[src/i2cmbe_pkg.sv]
// ----------------------------------------------------------------------------
// i2cmbe_pkg
// Shared types and constants for the byte-level I2C master engine.
// ----------------------------------------------------------------------------
`default_nettype none

package i2cmbe_pkg;

  // Command codes carried in the op field; also the engine's current command.
  typedef enum logic [2:0] {
    KIND_IDLE  = 3'd0,
    KIND_START = 3'd1,
    KIND_STOP  = 3'd2,
    KIND_WRITE = 3'd3,
    KIND_READ  = 3'd4
  } kind_t;

  localparam int unsigned PADDR_W   = 3;
  localparam int unsigned PDATA_W   = 32;
  localparam int unsigned QP_W      = 16;

  // Register index is paddr[2]; only index 0 exists.
  localparam logic        REG_QUARTER_PERIOD = 1'b0;
  localparam logic [QP_W-1:0] QP_RESET       = 16'd250;

  localparam logic [3:0]  DATA_BITS = 4'd8;

  typedef struct packed {
    logic [2:0] op;
    logic [7:0] tx_byte;
    logic       send_nak;
    logic       sda_level;
  } item_t;

  typedef struct packed {
    logic       scl_low;
    logic       sda_low;
    logic       busy_res;
    logic       done_res;
    logic [7:0] rx_byte;
    logic       slave_nak;
  } res_t;

endpackage

`default_nettype wire

[src/i2cmbe_regs.sv]
// ----------------------------------------------------------------------------
// i2cmbe_regs
// APB register file: holds the quarter-period register.
// ----------------------------------------------------------------------------
`default_nettype none

module i2cmbe_regs (
  input  wire logic                            clk,
  input  wire logic                            rst,
  input  wire logic                            psel,
  input  wire logic                            penable,
  input  wire logic                            pwrite,
  input  wire logic [i2cmbe_pkg::PADDR_W-1:0]  paddr,
  input  wire logic [i2cmbe_pkg::PDATA_W-1:0]  pwdata,
  output logic      [i2cmbe_pkg::PDATA_W-1:0]  prdata,
  output logic                                 pready,
  output logic      [i2cmbe_pkg::QP_W-1:0]     quarter_period
);
  import i2cmbe_pkg::*;

  logic wr_hit;

  assign pready = 1'b1;
  assign wr_hit = psel && penable && pwrite && (paddr[2] == REG_QUARTER_PERIOD);

  always_ff @(posedge clk) begin
    if (rst) begin
      quarter_period <= QP_RESET;
    end else if (wr_hit) begin
      quarter_period <= pwdata[QP_W-1:0];
    end
  end

  always_comb begin
    prdata = '0;
    if (paddr[2] == REG_QUARTER_PERIOD) begin
      prdata = {{(PDATA_W-QP_W){1'b0}}, quarter_period};
    end
  end

endmodule

`default_nettype wire

[src/i2cmbe_core.sv]
// ----------------------------------------------------------------------------
// i2cmbe_core
// Quarter-period sequencer: one tick of the engine per step.
// ----------------------------------------------------------------------------
`default_nettype none

module i2cmbe_core (
  input  wire logic                         clk,
  input  wire logic                         rst,
  input  wire logic                         step,
  input  wire i2cmbe_pkg::item_t            item,
  input  wire logic [i2cmbe_pkg::QP_W-1:0]  quarter_period,
  output i2cmbe_pkg::res_t                  res
);
  import i2cmbe_pkg::*;

  kind_t            kind, kind_next;
  logic [2:0]       phase, phase_next;
  logic [QP_W-1:0]  qcount, qcount_next;
  logic [3:0]       bit_index, bit_index_next;
  logic [7:0]       shift_byte, shift_byte_next;
  logic             nak_to_send, nak_to_send_next;
  logic             scl_drv, scl_drv_next;
  logic             sda_drv, sda_drv_next;
  logic [7:0]       rx_byte, rx_byte_next;
  logic             ack_seen, ack_seen_next;

  logic [QP_W-1:0]  q_eff;
  logic             done;
  logic             do_enter;
  kind_t            e_kind;
  logic [2:0]       e_phase;
  logic [3:0]       e_bit;
  logic [7:0]       e_shift;
  logic             e_nak;
  logic [2:0]       adv_phase;
  logic [3:0]       adv_bit;
  logic             e_data;

  function automatic logic [2:0] group_len(input kind_t k, input logic [3:0] b);
    logic [2:0] n;
    case (k)
      KIND_START: n = 3'd3;
      KIND_STOP:  n = 3'd2;
      default:    n = (b < DATA_BITS) ? 3'd4 : 3'd5;
    endcase
    return n;
  endfunction

  assign q_eff = (quarter_period == '0) ? QP_W'(1) : quarter_period;

  always_comb begin
    kind_next        = kind;
    phase_next       = phase;
    qcount_next      = qcount;
    bit_index_next   = bit_index;
    shift_byte_next  = shift_byte;
    nak_to_send_next = nak_to_send;
    scl_drv_next     = scl_drv;
    sda_drv_next     = sda_drv;
    rx_byte_next     = rx_byte;
    ack_seen_next    = ack_seen;
    done             = 1'b0;
    do_enter         = 1'b0;
    e_kind           = kind;
    e_phase          = phase;
    e_bit            = bit_index;
    e_shift          = shift_byte;
    e_nak            = nak_to_send;
    adv_phase        = phase + 3'd1;
    adv_bit          = bit_index;

    if (step) begin
      if (kind == KIND_IDLE) begin
        if ((item.op == KIND_START) || (item.op == KIND_STOP) ||
            (item.op == KIND_WRITE) || (item.op == KIND_READ)) begin
          do_enter    = 1'b1;
          e_kind      = kind_t'(item.op);
          e_phase     = 3'd0;
          e_bit       = 4'd0;
          qcount_next = QP_W'(1);
          if (item.op == KIND_WRITE) begin
            e_shift = item.tx_byte;
          end
          if (item.op == KIND_READ) begin
            e_shift = 8'd0;
            e_nak   = item.send_nak;
          end
        end
      end else if (qcount >= q_eff) begin
        // Advance to the next quarter; wrap to the next bit at group end.
        if ((adv_phase >= group_len(kind, bit_index)) &&
            ((kind == KIND_WRITE) || (kind == KIND_READ)) &&
            (bit_index < DATA_BITS)) begin
          adv_bit   = bit_index + 4'd1;
          adv_phase = 3'd0;
        end
        if (adv_phase >= group_len(kind, adv_bit)) begin
          if (kind == KIND_READ) begin
            sda_drv_next = 1'b0;
            rx_byte_next = shift_byte;
          end
          kind_next      = KIND_IDLE;
          phase_next     = 3'd0;
          bit_index_next = 4'd0;
          qcount_next    = '0;
          done           = 1'b1;
        end else begin
          do_enter    = 1'b1;
          e_phase     = adv_phase;
          e_bit       = adv_bit;
          qcount_next = QP_W'(1);
        end
      end else begin
        qcount_next = qcount + QP_W'(1);
      end
    end

    e_data = (e_bit < DATA_BITS);

    // Line actions at the first tick of a quarter.
    if (do_enter) begin
      kind_next        = e_kind;
      phase_next       = e_phase;
      bit_index_next   = e_bit;
      nak_to_send_next = e_nak;
      shift_byte_next  = e_shift;
      case (e_kind)
        KIND_START: begin
          if (e_phase == 3'd0) begin
            sda_drv_next = 1'b0;
            scl_drv_next = 1'b0;
          end else if (e_phase == 3'd1) begin
            sda_drv_next = 1'b1;
          end else begin
            scl_drv_next = 1'b1;
          end
        end
        KIND_STOP: begin
          if (e_phase == 3'd0) begin
            sda_drv_next = 1'b1;
            scl_drv_next = 1'b0;
          end else begin
            sda_drv_next = 1'b0;
          end
        end
        KIND_WRITE: begin
          if (e_phase == 3'd0) begin
            if (e_data) begin
              sda_drv_next    = ~e_shift[7];
              shift_byte_next = {e_shift[6:0], 1'b0};
            end else begin
              sda_drv_next = 1'b0;
            end
          end else if (e_phase == 3'd1) begin
            scl_drv_next = 1'b0;
          end else if (e_phase == 3'd2) begin
            if (!e_data) begin
              ack_seen_next = item.sda_level;
            end
          end else if (e_phase == 3'd3) begin
            scl_drv_next = 1'b1;
          end
        end
        KIND_READ: begin
          if (e_phase == 3'd0) begin
            if (e_data) begin
              if (e_bit == 4'd0) begin
                sda_drv_next = 1'b0;
              end
            end else begin
              sda_drv_next = ~e_nak;
            end
          end else if (e_phase == 3'd1) begin
            scl_drv_next = 1'b0;
          end else if (e_phase == 3'd2) begin
            if (e_data) begin
              shift_byte_next = {e_shift[6:0], item.sda_level};
            end
          end else if (e_phase == 3'd3) begin
            scl_drv_next = 1'b1;
          end
        end
        default: begin
          scl_drv_next = scl_drv;
        end
      endcase
    end
  end

  always_ff @(posedge clk) begin
    if (rst) begin
      kind        <= KIND_IDLE;
      phase       <= 3'd0;
      qcount      <= '0;
      bit_index   <= 4'd0;
      shift_byte  <= 8'd0;
      nak_to_send <= 1'b0;
      scl_drv     <= 1'b0;
      sda_drv     <= 1'b0;
      rx_byte     <= 8'd0;
      ack_seen    <= 1'b0;
    end else begin
      kind        <= kind_next;
      phase       <= phase_next;
      qcount      <= qcount_next;
      bit_index   <= bit_index_next;
      shift_byte  <= shift_byte_next;
      nak_to_send <= nak_to_send_next;
      scl_drv     <= scl_drv_next;
      sda_drv     <= sda_drv_next;
      rx_byte     <= rx_byte_next;
      ack_seen    <= ack_seen_next;
    end
  end

  always_comb begin
    res.scl_low   = scl_drv_next;
    res.sda_low   = sda_drv_next;
    res.busy_res  = (kind_next != KIND_IDLE);
    res.done_res  = done;
    res.rx_byte   = rx_byte_next;
    res.slave_nak = ack_seen_next;
  end

endmodule

`default_nettype wire

[src/i2c_master_byte_engine.sv]
// ----------------------------------------------------------------------------
// i2c_master_byte_engine
// Byte-level open-drain I2C master: one input transfer per engine tick.
// ----------------------------------------------------------------------------
//
//   channel  | direction | handshake                   | payload
//   ---------+-----------+-----------------------------+---------------------
//   item     | in        | item_valid / item_ready     | item_t (op, byte, nak, sda)
//   result   | out       | result_valid / result_ready | res_t (lines, status, rx)
//   apb      | in/out    | psel, penable, pwrite       | quarter_period at 0x0
//
// One item is accepted per clock unless the result stalls; each produces
// exactly one result via the input register, then the sequencer tick into
// the result register. The engine state advances only when an item moves on.
// Reset (rst, synchronous) empties both registers and idles the engine with
// both lines released and quarter_period at 250.
// A stalled result holds; item_ready drops only while both registers are full.
// ----------------------------------------------------------------------------
`default_nettype none

module i2c_master_byte_engine (
  input  wire logic                            clk,
  input  wire logic                            rst,
  input  wire logic                            item_valid,
  output logic                                 item_ready,
  input  wire i2cmbe_pkg::item_t               item,
  output logic                                 result_valid,
  input  wire logic                            result_ready,
  output i2cmbe_pkg::res_t                     result,
  input  wire logic                            psel,
  input  wire logic                            penable,
  input  wire logic                            pwrite,
  input  wire logic [i2cmbe_pkg::PADDR_W-1:0]  paddr,
  input  wire logic [i2cmbe_pkg::PDATA_W-1:0]  pwdata,
  output logic      [i2cmbe_pkg::PDATA_W-1:0]  prdata,
  output logic                                 pready
);
  import i2cmbe_pkg::*;

  logic              s1_valid;
  item_t             s1_item;
  logic              s1_move;
  res_t              core_res;
  logic [QP_W-1:0]   quarter_period;

  // Move the held item into the engine when the result slot frees up.
  assign s1_move    = s1_valid && (!result_valid || result_ready);
  assign item_ready = !s1_valid || s1_move;

  i2cmbe_regs u_regs (
    .clk            (clk),
    .rst            (rst),
    .psel           (psel),
    .penable        (penable),
    .pwrite         (pwrite),
    .paddr          (paddr),
    .pwdata         (pwdata),
    .prdata         (prdata),
    .pready         (pready),
    .quarter_period (quarter_period)
  );

  i2cmbe_core u_core (
    .clk            (clk),
    .rst            (rst),
    .step           (s1_move),
    .item           (s1_item),
    .quarter_period (quarter_period),
    .res            (core_res)
  );

  // Input register: capture on transfer, drop when handed to the engine.
  always_ff @(posedge clk) begin
    if (rst) begin
      s1_valid <= 1'b0;
    end else if (item_valid && item_ready) begin
      s1_valid <= 1'b1;
    end else if (s1_move) begin
      s1_valid <= 1'b0;
    end
  end

  always_ff @(posedge clk) begin
    if (item_valid && item_ready) begin
      s1_item <= item;
    end
  end

  // Result register: load on each engine tick, hold while stalled.
  always_ff @(posedge clk) begin
    if (rst) begin
      result_valid <= 1'b0;
    end else if (s1_move) begin
      result_valid <= 1'b1;
    end else if (result_ready) begin
      result_valid <= 1'b0;
    end
  end

  always_ff @(posedge clk) begin
    if (s1_move) begin
      result <= core_res;
    end
  end

endmodule

`default_nettype wire

[config.mk]
export PLATFORM = sky130hd
export DESIGN_NAME = i2c_master_byte_engine
export DESIGN_NICKNAME = d
export VERILOG_FILES = /design/src/i2cmbe_pkg.sv /design/src/i2cmbe_regs.sv /design/src/i2cmbe_core.sv /design/src/i2c_master_byte_engine.sv
export SDC_FILE = /design/constraint.sdc
export NUM_CORES = 1
export LEC_CHECK = 0
export BUFFER_PORTS_ARGS = -buffer_cell sky130_fd_sc_hd__buf_2
export CORE_MARGIN = 4
export CORE_UTILIZATION = 50
export CTS_CLUSTER_DIAMETER = 50
export DETAILED_ROUTE_END_ITERATION = 6
export PLACE_DENSITY_LB_ADDON = 0.1
export SYNTH_ARGS = -nofsm -noshare
export SYNTH_HDL_FRONTEND = slang
export SYNTH_SLANG_ARGS = --single-unit
export TNS_END_PERCENT = 10
[constraint.sdc]
create_clock -name clk -period 4.1 [get_ports clk]
set_input_delay 0.82 -clock clk [delete_from_list [all_inputs] [get_ports clk]]
set_output_delay 0.82 -clock clk [all_outputs]
set_load 0.01 [all_outputs]
## Yosys cells after proc, flatten, opt, wreduce, memory -nomap -nowiden

Cells that the tools add are included.

- Add/sub/neg operators: 3
- Order comparisons: 6
- Eq/ne operators: 17
- Mux-type cells: 113
- Bitwise gates (word level): 4
- Reductions and logical operators: 29

Operator list:

| kind | number |
|---|---|
| 2-to-1 mux 8 bit | 16 |
| 2-to-1 mux 3 bit | 28 |
| 2-to-1 mux 16 bit | 5 |
| 2-to-1 mux 4 bit | 14 |
| 2-to-1 mux 1 bit | 45 |
| == test 3 x 2 -> 1 bit (second input constant) | 8 |
| adder 16 x 1 -> 16 bit (second input constant) | 1 |
| >= comparator 16 bit | 1 |
| zero test 16 bit | 1 |
| case mux 8 bit (2 select lines) | 1 |
| == test 3 x 1 -> 1 bit (second input constant) | 4 |
| < comparator 4 bit (second input constant) | 3 |
| case mux 3 bit (2 select lines) | 2 |
| nonzero test 2 bit | 5 |
| == test 3 bit (second input constant) | 3 |
| logical AND 1 bit | 7 |
| >= comparator 3 bit | 2 |
| zero test 3 bit | 2 |
| logical OR 1 bit | 6 |
| adder 4 x 1 -> 4 bit (second input constant) | 1 |
| zero test 4 bit | 1 |
| inverter 1 bit | 4 |
| case mux 1 bit (4 select lines) | 1 |
| AND reduction 4 bit | 1 |
| other kinds (8) | 10 |

- Register bits: 90
- Bits of input ports: 55
- Output and inout bits: 48
- Word-level logic and storage cells: 195

## Logic depth before layout (Yosys ltp)

Gate-level depths: netlist of run 1.

- Word-level depth: 31
- Gate-level depth with buffers: 21
- Gate-level depth less buffers: 18

## Cells and area by module

Synthesis of run 1 repeated with hierarchy kept, for this count alone.

- Cells, all modules: 603
- Area, all modules: 5358.9 µm²

Modules (own cells, without submodules):

| module | instances | cells an instance | area each (µm²) | seq. area each (µm²) |
|---|---|---|---|---|
| i2cmbe_core | 1 | 461 | 3517.1 | 920.9 |
| i2cmbe_regs | 1 | 106 | 957.2 | 320.3 |
| i2c_master_byte_engine | 1 | 36 | 884.6 | 820.8 |

## Worst setup path after synthesis of run 1

Ideal clock, no wire load.

- Path type: register to register
- From: register u_core.kind[2]
- To: register result[12] (netlist bit) (data pin)
- Library setup time: 265 ps
- Data arrival time: 3957 ps
- Data required time: 3835 ps
- Setup slack: -122 ps
- Cell stages (with the launch flop): 20
- Path buffers: 2
- Period minus slack after synthesis: 4222 ps
- Path through: dfxtp_1 clkbuf_1 inv_1 a21oi_1 o21ai_0 ha_1 nor3b_1 a2111o_1 nand2_1 ha_1 nor2b_1 o211ai_1 and3_4 buf_6 or3_4 a21oi_1 a21oi_1 or3b_2 o31ai_1 a21oi_1

RTL lines:

| what | line | RTL |
|---|---|---|
| from (decl) | i2cmbe_core.sv:17 | `kind_t kind, kind_next;` |
| from (signal assigned) | i2cmbe_core.sv:204 | `kind <= kind_next;` |
| to (signal assigned) | i2c_master_byte_engine.sv:102 | `result <= core_res;` |
| to (decl) | i2c_master_byte_engine.sv:29 | `output i2cmbe_pkg::res_t result,` |

==> results.py, run 1 <==
metrics = {
    "sta": {
        "maxSlewViolCount": 0,
        "fin_crit_sh_pct": 96.0,
        "fmax_ghz": 0.254,
        "hold_viol": 0,
        "period_needed_ns": 3.94,
        "slew_headroom_pct": 43.3,
        "worst_pin_slew_ns": 0.850,
        "fin_skew_ns": 0.0119,
        "fin_hold_ws_ns": 0.475,
        "setup_viol": 0,
    },
    "global_route": {
        "grt_overflow": 0,
        "grt_pass1_wl_um": 21000,
        "grt_pass1_vias": 4429,
        "grt_max_degree": 45,
        "grt_usage_pct": 22.4,
        "antenna_found_initial": 0,
    },
    "finish": {
        "final_cells": 791,
        "area_delta_synth_final_pct": 16.9,
        "n_fill_cell": 931,
        "drive_gt1_share_pct": 22.0,
        "antennaDiodeCount": 0,
        "final_util_pct": 59.8,
        "nets": 729,
        "design_area_um2": 5850,
    },
    "worst_setup_path": {
        "worst-path-buf-inv": 1,
        "path_class": "flop to flop",
        "worstPathRequired_ns": 4.33,
        "crit_fanout": 6,
        "cp_data_arrival_time_ns": 4.16,
        "start_kind": "flop",
        "end_kind": "flop",
        "cp_slowest_cell": "or3_4",
        "cp_top_family": "simple AND/OR/NAND/NOR gates",
        "path_cells": "inv_1, a21oi_1, o21ai_1, ha_1, nor3b_4, a211oi_2, nand4_1, nand2b_1, ha_4, nor2b_4, o211ai_1, and3_4, or3_4, a21oi_4, nand2_1, nor4b_4, mux2_2, nor2b_1",
        "max_stage_delay_ns": 0.41,
    },
    "hold_path": {
        "hp-class": "flop to flop",
    },
    "clock_network": {
        "cts-htree-levels": 3,
        "root_buffer": "clkbuf_8",
        "clkLatencyLatePin_ns": 0.36,
        "cts_sinks": 90,
        "cts_tree": "done",
        "clockBufferDepth": 2,
        "clk_pin_slew_ns": 0.09,
        "cts_inserted_buffers": 9,
        "cts_hold_buf": 0,
    },
    "floorplan": {
        "start_util_pct": 51.2,
        "ios": 103,
        "die_h_um": 108,
        "die_w_um": 108,
        "core_um2": 9770,
        "die_area_um2": 11700,
        "rows": 36,
    },
    "route": {
        "drt-vias-per-instance": 5.63,
        "vias": 4453,
        "drt_iter0_markers": 282,
        "wl_um": 12500,
        "routed-wl-met2_um": 5920,
        "wl_per_cell_um": 15.8,
        "wl_met1_um": 5670,
        "dr_wl_met3_um": 774,
        "final_antenna_net_count": 0,
        "highest_layer": "met4",
        "drtPass1Iterations": 5,
        "drc": 0,
    },
    "synth": {
        "yosys-top-cells-area": "dfxtp_1 26%, edfxtp_1 16%, ha_1 5.3%, nor2_1 5.3%, a21oi_1 4.1%",
        "netlist_instances": 571,
        "ys_seq_area_share_pct": 41.2,
        "synthDistinctLibCells": 68,
        "synth-edff-count": 26,
        "syn_area_um2": 5000,
        "ys_warn_count": 0,
        "synth-seq-cells": 90,
        "synth_top_area_cell": "dfxtp_1",
        "synth-main-ff-cell": "dfxtp_1",
        "syn_avg_cell_area_um2": 8.76,
        "synth_top_cell_area_share_pct": 25.6,
        "async_flop_share_pct": 0,
    },
    "place": {
        "dp.cells": 773,
        "io_buffer_count": 67,
        "gp_congestion": 0.905,
        "placed_area_um2": 5550,
        "dp_hpwl_um": 9220,
    },
    "power": {
        "p_leak_nw": 2.37,
        "ir_worst_vdd_uv": 247,
        "power_mw": 1.71,
        "p_per_area_nw_per_um2": 292,
    },
    "run_status": {
        "status": "completed",
    },
    "job": {
        "max_cap_violations": 0,
    },
}
[routing by layer]
metal	vias up	global-route usage (%)
li1	2200	-
met3	18	4.24
met4	0	5.86
met5	-	0
met2	161	36.5
met1	2074	30.5
[repair_timing]
item | in CTS | in global routing
pin swaps | 1 | 7
setup endpoints to repair | 11 | 14
buffers inserted | 0 | 2
gates resized for setup | 5 | 16
[worst paths after layout]
| kind | startpoint | endpoint | slack (ns) | depth (start not counted) |
|---|---|---|---|---|
| worst max-delay path | u_core.kind[2] | u_core.ack_seen | 0.16 | 18 |
| worst max register to register | u_core.kind[2] | u_core.ack_seen | 0.16 | 18 |
| worst min register to register | u_regs.quarter_period[0] | u_regs.quarter_period[0] | 0.48 | 2 |
| worst min-delay path | u_regs.quarter_period[0] | u_regs.quarter_period[0] | 0.48 | 2 |
[power breakdown]
| group | internal (mW) | total [mW] | switching (mW) |
|---|---|---|---|
| sequential | 0.936 | 0.948 | 0.0124 |
| clock | 0.289 | 0.622 | 0.333 |
| combinational | 0.0502 | 0.139 | 0.0884 |
[cells in the final DEF (no fill, tap or decap), types with 8 or more instances in the layout]
cell | netlist | routed
nor4_1 | 8 | 8
dfxtp_1 | 64 | 63
ha_1 | 21 | 20
nor2b_1 | 15 | 14
inv_1 | 30 | 30
o21ai_0 | 26 | 22
a22oi_1 | 18 | 18
mux2_2 | 10 | 10
nor2_1 | 70 | 70
buf_4 | 17 | 29
and3_1 | 11 | 11
a21oi_1 | 41 | 39
edfxtp_1 | 26 | 26
nand2_1 | 45 | 45
nand3b_1 | 9 | 9
conb_1 | 2 | 17
buf_2 | 2 | 67
nand3_1 | 11 | 11
nor3_1 | 13 | 13
clkbuf_8 | 0 | 9
[area by class of cell]
type	count	area, µm²	share of cell area [%]
inverter	31	116	1.99
multi-input combinational	424	2730	46.6
sequential	90	2070	35.3
clock buffer	10	128	2.18
timing repair buffer	97	573	9.80
clock inverter	6	71.3	1.22
tap	133	166	2.85
[synthesized netlist by cell type (9+ instances only)]
library cell	count
nor3_1	13
mux2_2	10
ha_1	21
o21ai_0	26
nor2_1	70
nand3b_1	9
nor2b_1	15
a21oi_1	41
edfxtp_1	26
nand2_1	45
buf_4	17
dfxtp_1	64
nand3_1	11
clkbuf_1	15
inv_1	30
a22oi_1	18
and3_1	11
[cell families (layout without fill, tap and decap cells)]
logic type	count (synthesis)	after routing	share of synthesized area (%)
AND/OR/NAND/NOR	217	217	21.9
AO/OA/AOI/OAI	150	150	20.4
flip-flops	90	90	41.2
buffers and inverters	72	144	7.18
adder cells (fa/ha/maj)	21	21	5.25
multiplexers	14	14	3.05
XOR/XNOR	5	5	0.875
other	2	17	0.150
[through the flow]
stage / setup WS (ns) / setup TNS (ns)
after floorplan: -0.000617 / -0.000617
after global placement: 0.00543 / 0
after detailed placement: -0.161 / -0.748
after CTS: 0.00211 / 0
after global routing: -0.0370 / -0.0619
final: 0.163 / 0
[sequential cells by signal, summed over array words and instances (netlist names), 3 cells and up]
signal and cells:
u_regs.quarter_period 16, u_core.shift_byte 8, u_core.qcount 16, u_core.bit_index 4
u_core.phase 3, u_core.rx_byte 8, u_core.kind 3, result 13
s1_item 13
[worst min-delay path: stages, from the launching register on]
cell	delay [ns]
dfxtp_1	0.33
nand2_1	0.05
a21oi_1	0.05
No activity file was read; power rests on OpenSTA's default activity.
==> inputs of run 2 (changes only) <==
--- a/config.mk
+++ b/config.mk
@@ -7,7 +7,7 @@
 export LEC_CHECK = 0
 export BUFFER_PORTS_ARGS = -buffer_cell sky130_fd_sc_hd__buf_2
 export CORE_MARGIN = 4
-export CORE_UTILIZATION = 50
+export CORE_UTILIZATION = 60
 export CTS_CLUSTER_DIAMETER = 50
 export DETAILED_ROUTE_END_ITERATION = 6
 export PLACE_DENSITY_LB_ADDON = 0.1
==> constraint.sdc (replaced) <==
create_clock -name clk -period 4.54 [get_ports clk]
set_input_delay 0.908 -clock clk [delete_from_list [all_inputs] [get_ports clk]]
set_output_delay 0.908 -clock clk [all_outputs]
set_load 0.01 [all_outputs]
==> run 2 against run 1 <==
Global-route usage is 2.5 points higher. Largest power group unchanged. Register-to-register slack better by 0.25 ns. Routed wire length is 5.4% lower. Via count is 1.2% lower. Non-clock buffer count is 14 lower. Sequential power is 9.6% lower.
==> results.py, run 2 (same netlist as run 1, synthesis figures left out) <==
metrics = {
    "sta": {
        "maxSlewViolCount": 0,
        "worst_pin_slew_ns": 0.907,
        "hold_viol": 0,
        "setup_viol": 0,
        "fin_skew_ns": 0.0127,
        "fin_hold_ws_ns": 0.478,
        "slew_headroom_pct": 39.0,
        "fin_crit_sh_pct": 90.9,
        "fmax_ghz": 0.242,
        "setup_ws_ns": 0.413,
        "period_needed_ns": 4.13,
        "finalSetupTns_ns": 0,
        "grt_setup_unrepaired": "no",
    },
    "route": {
        "drtPass1Iterations": 5,
        "vias": 4399,
        "wl_per_cell_um": 15.8,
        "wl_met1_um": 5340,
        "final_antenna_net_count": 0,
        "drc": 0,
        "dr_wl_met3_um": 881,
        "routed-wl-met2_um": 5360,
        "drt-vias-per-instance": 5.87,
        "highest_layer": "met5",
        "wl_um": 11900,
        "drt_iter0_markers": 351,
    },
    "worst_setup_path": {
        "start_kind": "flop",
        "end_kind": "flop",
        "worstPathRequired_ns": 4.78,
        "crit_fanout": 7,
        "cp_data_arrival_time_ns": 4.36,
        "path_class": "flop to flop",
    },
    "place": {
        "gp_congestion": 0.919,
        "placed_area_um2": 5420,
        "io_buffer_count": 67,
        "place_ws_ns": 0.177,
        "dp.cells": 733,
        "dp_hpwl_um": 8680,
    },
    "floorplan": {
        "die_area_um2": 9860,
        "core_um2": 8180,
        "rows": 33,
        "start_util_pct": 61.2,
        "die_w_um": 99.3,
        "ios": 103,
        "die_h_um": 99.3,
    },
    "clock_network": {
        "cts_inserted_buffers": 9,
        "cts_sinks": 90,
        "clockBufferDepth": 2,
        "clk_pin_slew_ns": 0.10,
        "root_buffer": "clkbuf_8",
        "cts-htree-levels": 3,
        "cts_tree": "done",
        "cts_hold_buf": 0,
        "clkLatencyLatePin_ns": 0.36,
    },
    "power": {
        "p_per_area_nw_per_um2": 269,
        "power_mw": 1.51,
        "ir_worst_vdd_uv": 190,
        "p_leak_nw": 2.30,
    },
    "finish": {
        "final_cells": 749,
        "seq_area_um2": 2060,
        "n_fill_cell": 695,
        "design_area_um2": 5620,
        "layout_commonest_cell": "nor2_1",
        "largestRegisters": "u_core.qcount (16), u_regs.quarter_period (16)",
        "layout_common_cells": "70 x nor2_1, 67 x buf_2, 64 x dfxtp_1, 45 x nand2_1, 41 x a21oi_1",
        "area_delta_synth_final_pct": 12.3,
        "nets": 715,
        "antennaDiodeCount": 0,
        "final_util_pct": 68.7,
        "drive_gt1_share_pct": 19.1,
        "multi_input_area_um2": 2650,
    },
    "global_route": {
        "antenna_found_initial": 1,
        "grt_pass1_wl_um": 20000,
        "grt_pass1_vias": 4241,
        "grt_usage_pct": 24.8,
        "grt_overflow": 0,
        "grt_max_degree": 45,
    },
    "hold_path": {
        "hp-class": "flop to flop",
    },
    "run_status": {
        "status": "completed",
    },
    "job": {
        "max_cap_violations": 0,
    },
}
==> run 2: worst max-delay path, cell delays in order (launching register included) <==
cell and delay [ns]:
dfxtp_1 0.47, o21ai_0 0.14, o21ai_1 0.16, ha_1 0.28, nor3b_2 0.26, a211oi_2 0.06
nand4_1 0.14, nand2b_1 0.07, ha_1 0.27, nor2b_1 0.06, o31ai_1 0.25, and3_4 0.27
or3_4 0.17, a21oi_1 0.07, buf_4 0.17, a211o_2 0.35, nor4b_2 0.31, mux2_2 0.37
nor2b_1 0.13
==> run 2: path summary, 6_finish.rpt <==
path	from	endpoint	slack, ns	cells after the start
setup / recovery	u_core.bit_index[3]	u_core.ack_seen	0.41	18
hold / removal	u_regs.quarter_period[8]	u_regs.quarter_period[8]	0.48	2
setup reg to reg	u_core.bit_index[3]	u_core.ack_seen	0.41	18
hold reg to reg	u_regs.quarter_period[8]	u_regs.quarter_period[8]	0.48	2
==> run 2: cell type report <==
cell class	count	share of cell area, %
well taps	105	2.34
multi-input cells	424	47.1
clock inverters	7	1.25
flip-flops and latches	90	36.7
clock buffers	9	2.20
repair buffers	83	8.33
inverters	31	2.07
==> run 2: where the power goes <==
group / internal [mW] / leakage [nW] / switching [mW] / total [mW]
Clock: 0.213 / 0.0951 / 0.318 / 0.531
Sequential: 0.846 / 0.760 / 0.0117 / 0.857
Combinational: 0.0430 / 1.44 / 0.0789 / 0.122
==> run 2: layer usage <==
layer  GRT usage (%)  vias to the layer above
met1            34.7                     2018
met5               0                        -
met4            9.14                        2
li1                -                     2164
met3            5.33                       28
met2            38.1                      187
==> run 2: what timing repair did <==
action	CTS	global route
gates resized for setup	0	5
setup endpoints to repair	0	13
setup buffers	0	0
endpoints found under the hold margin	0	0
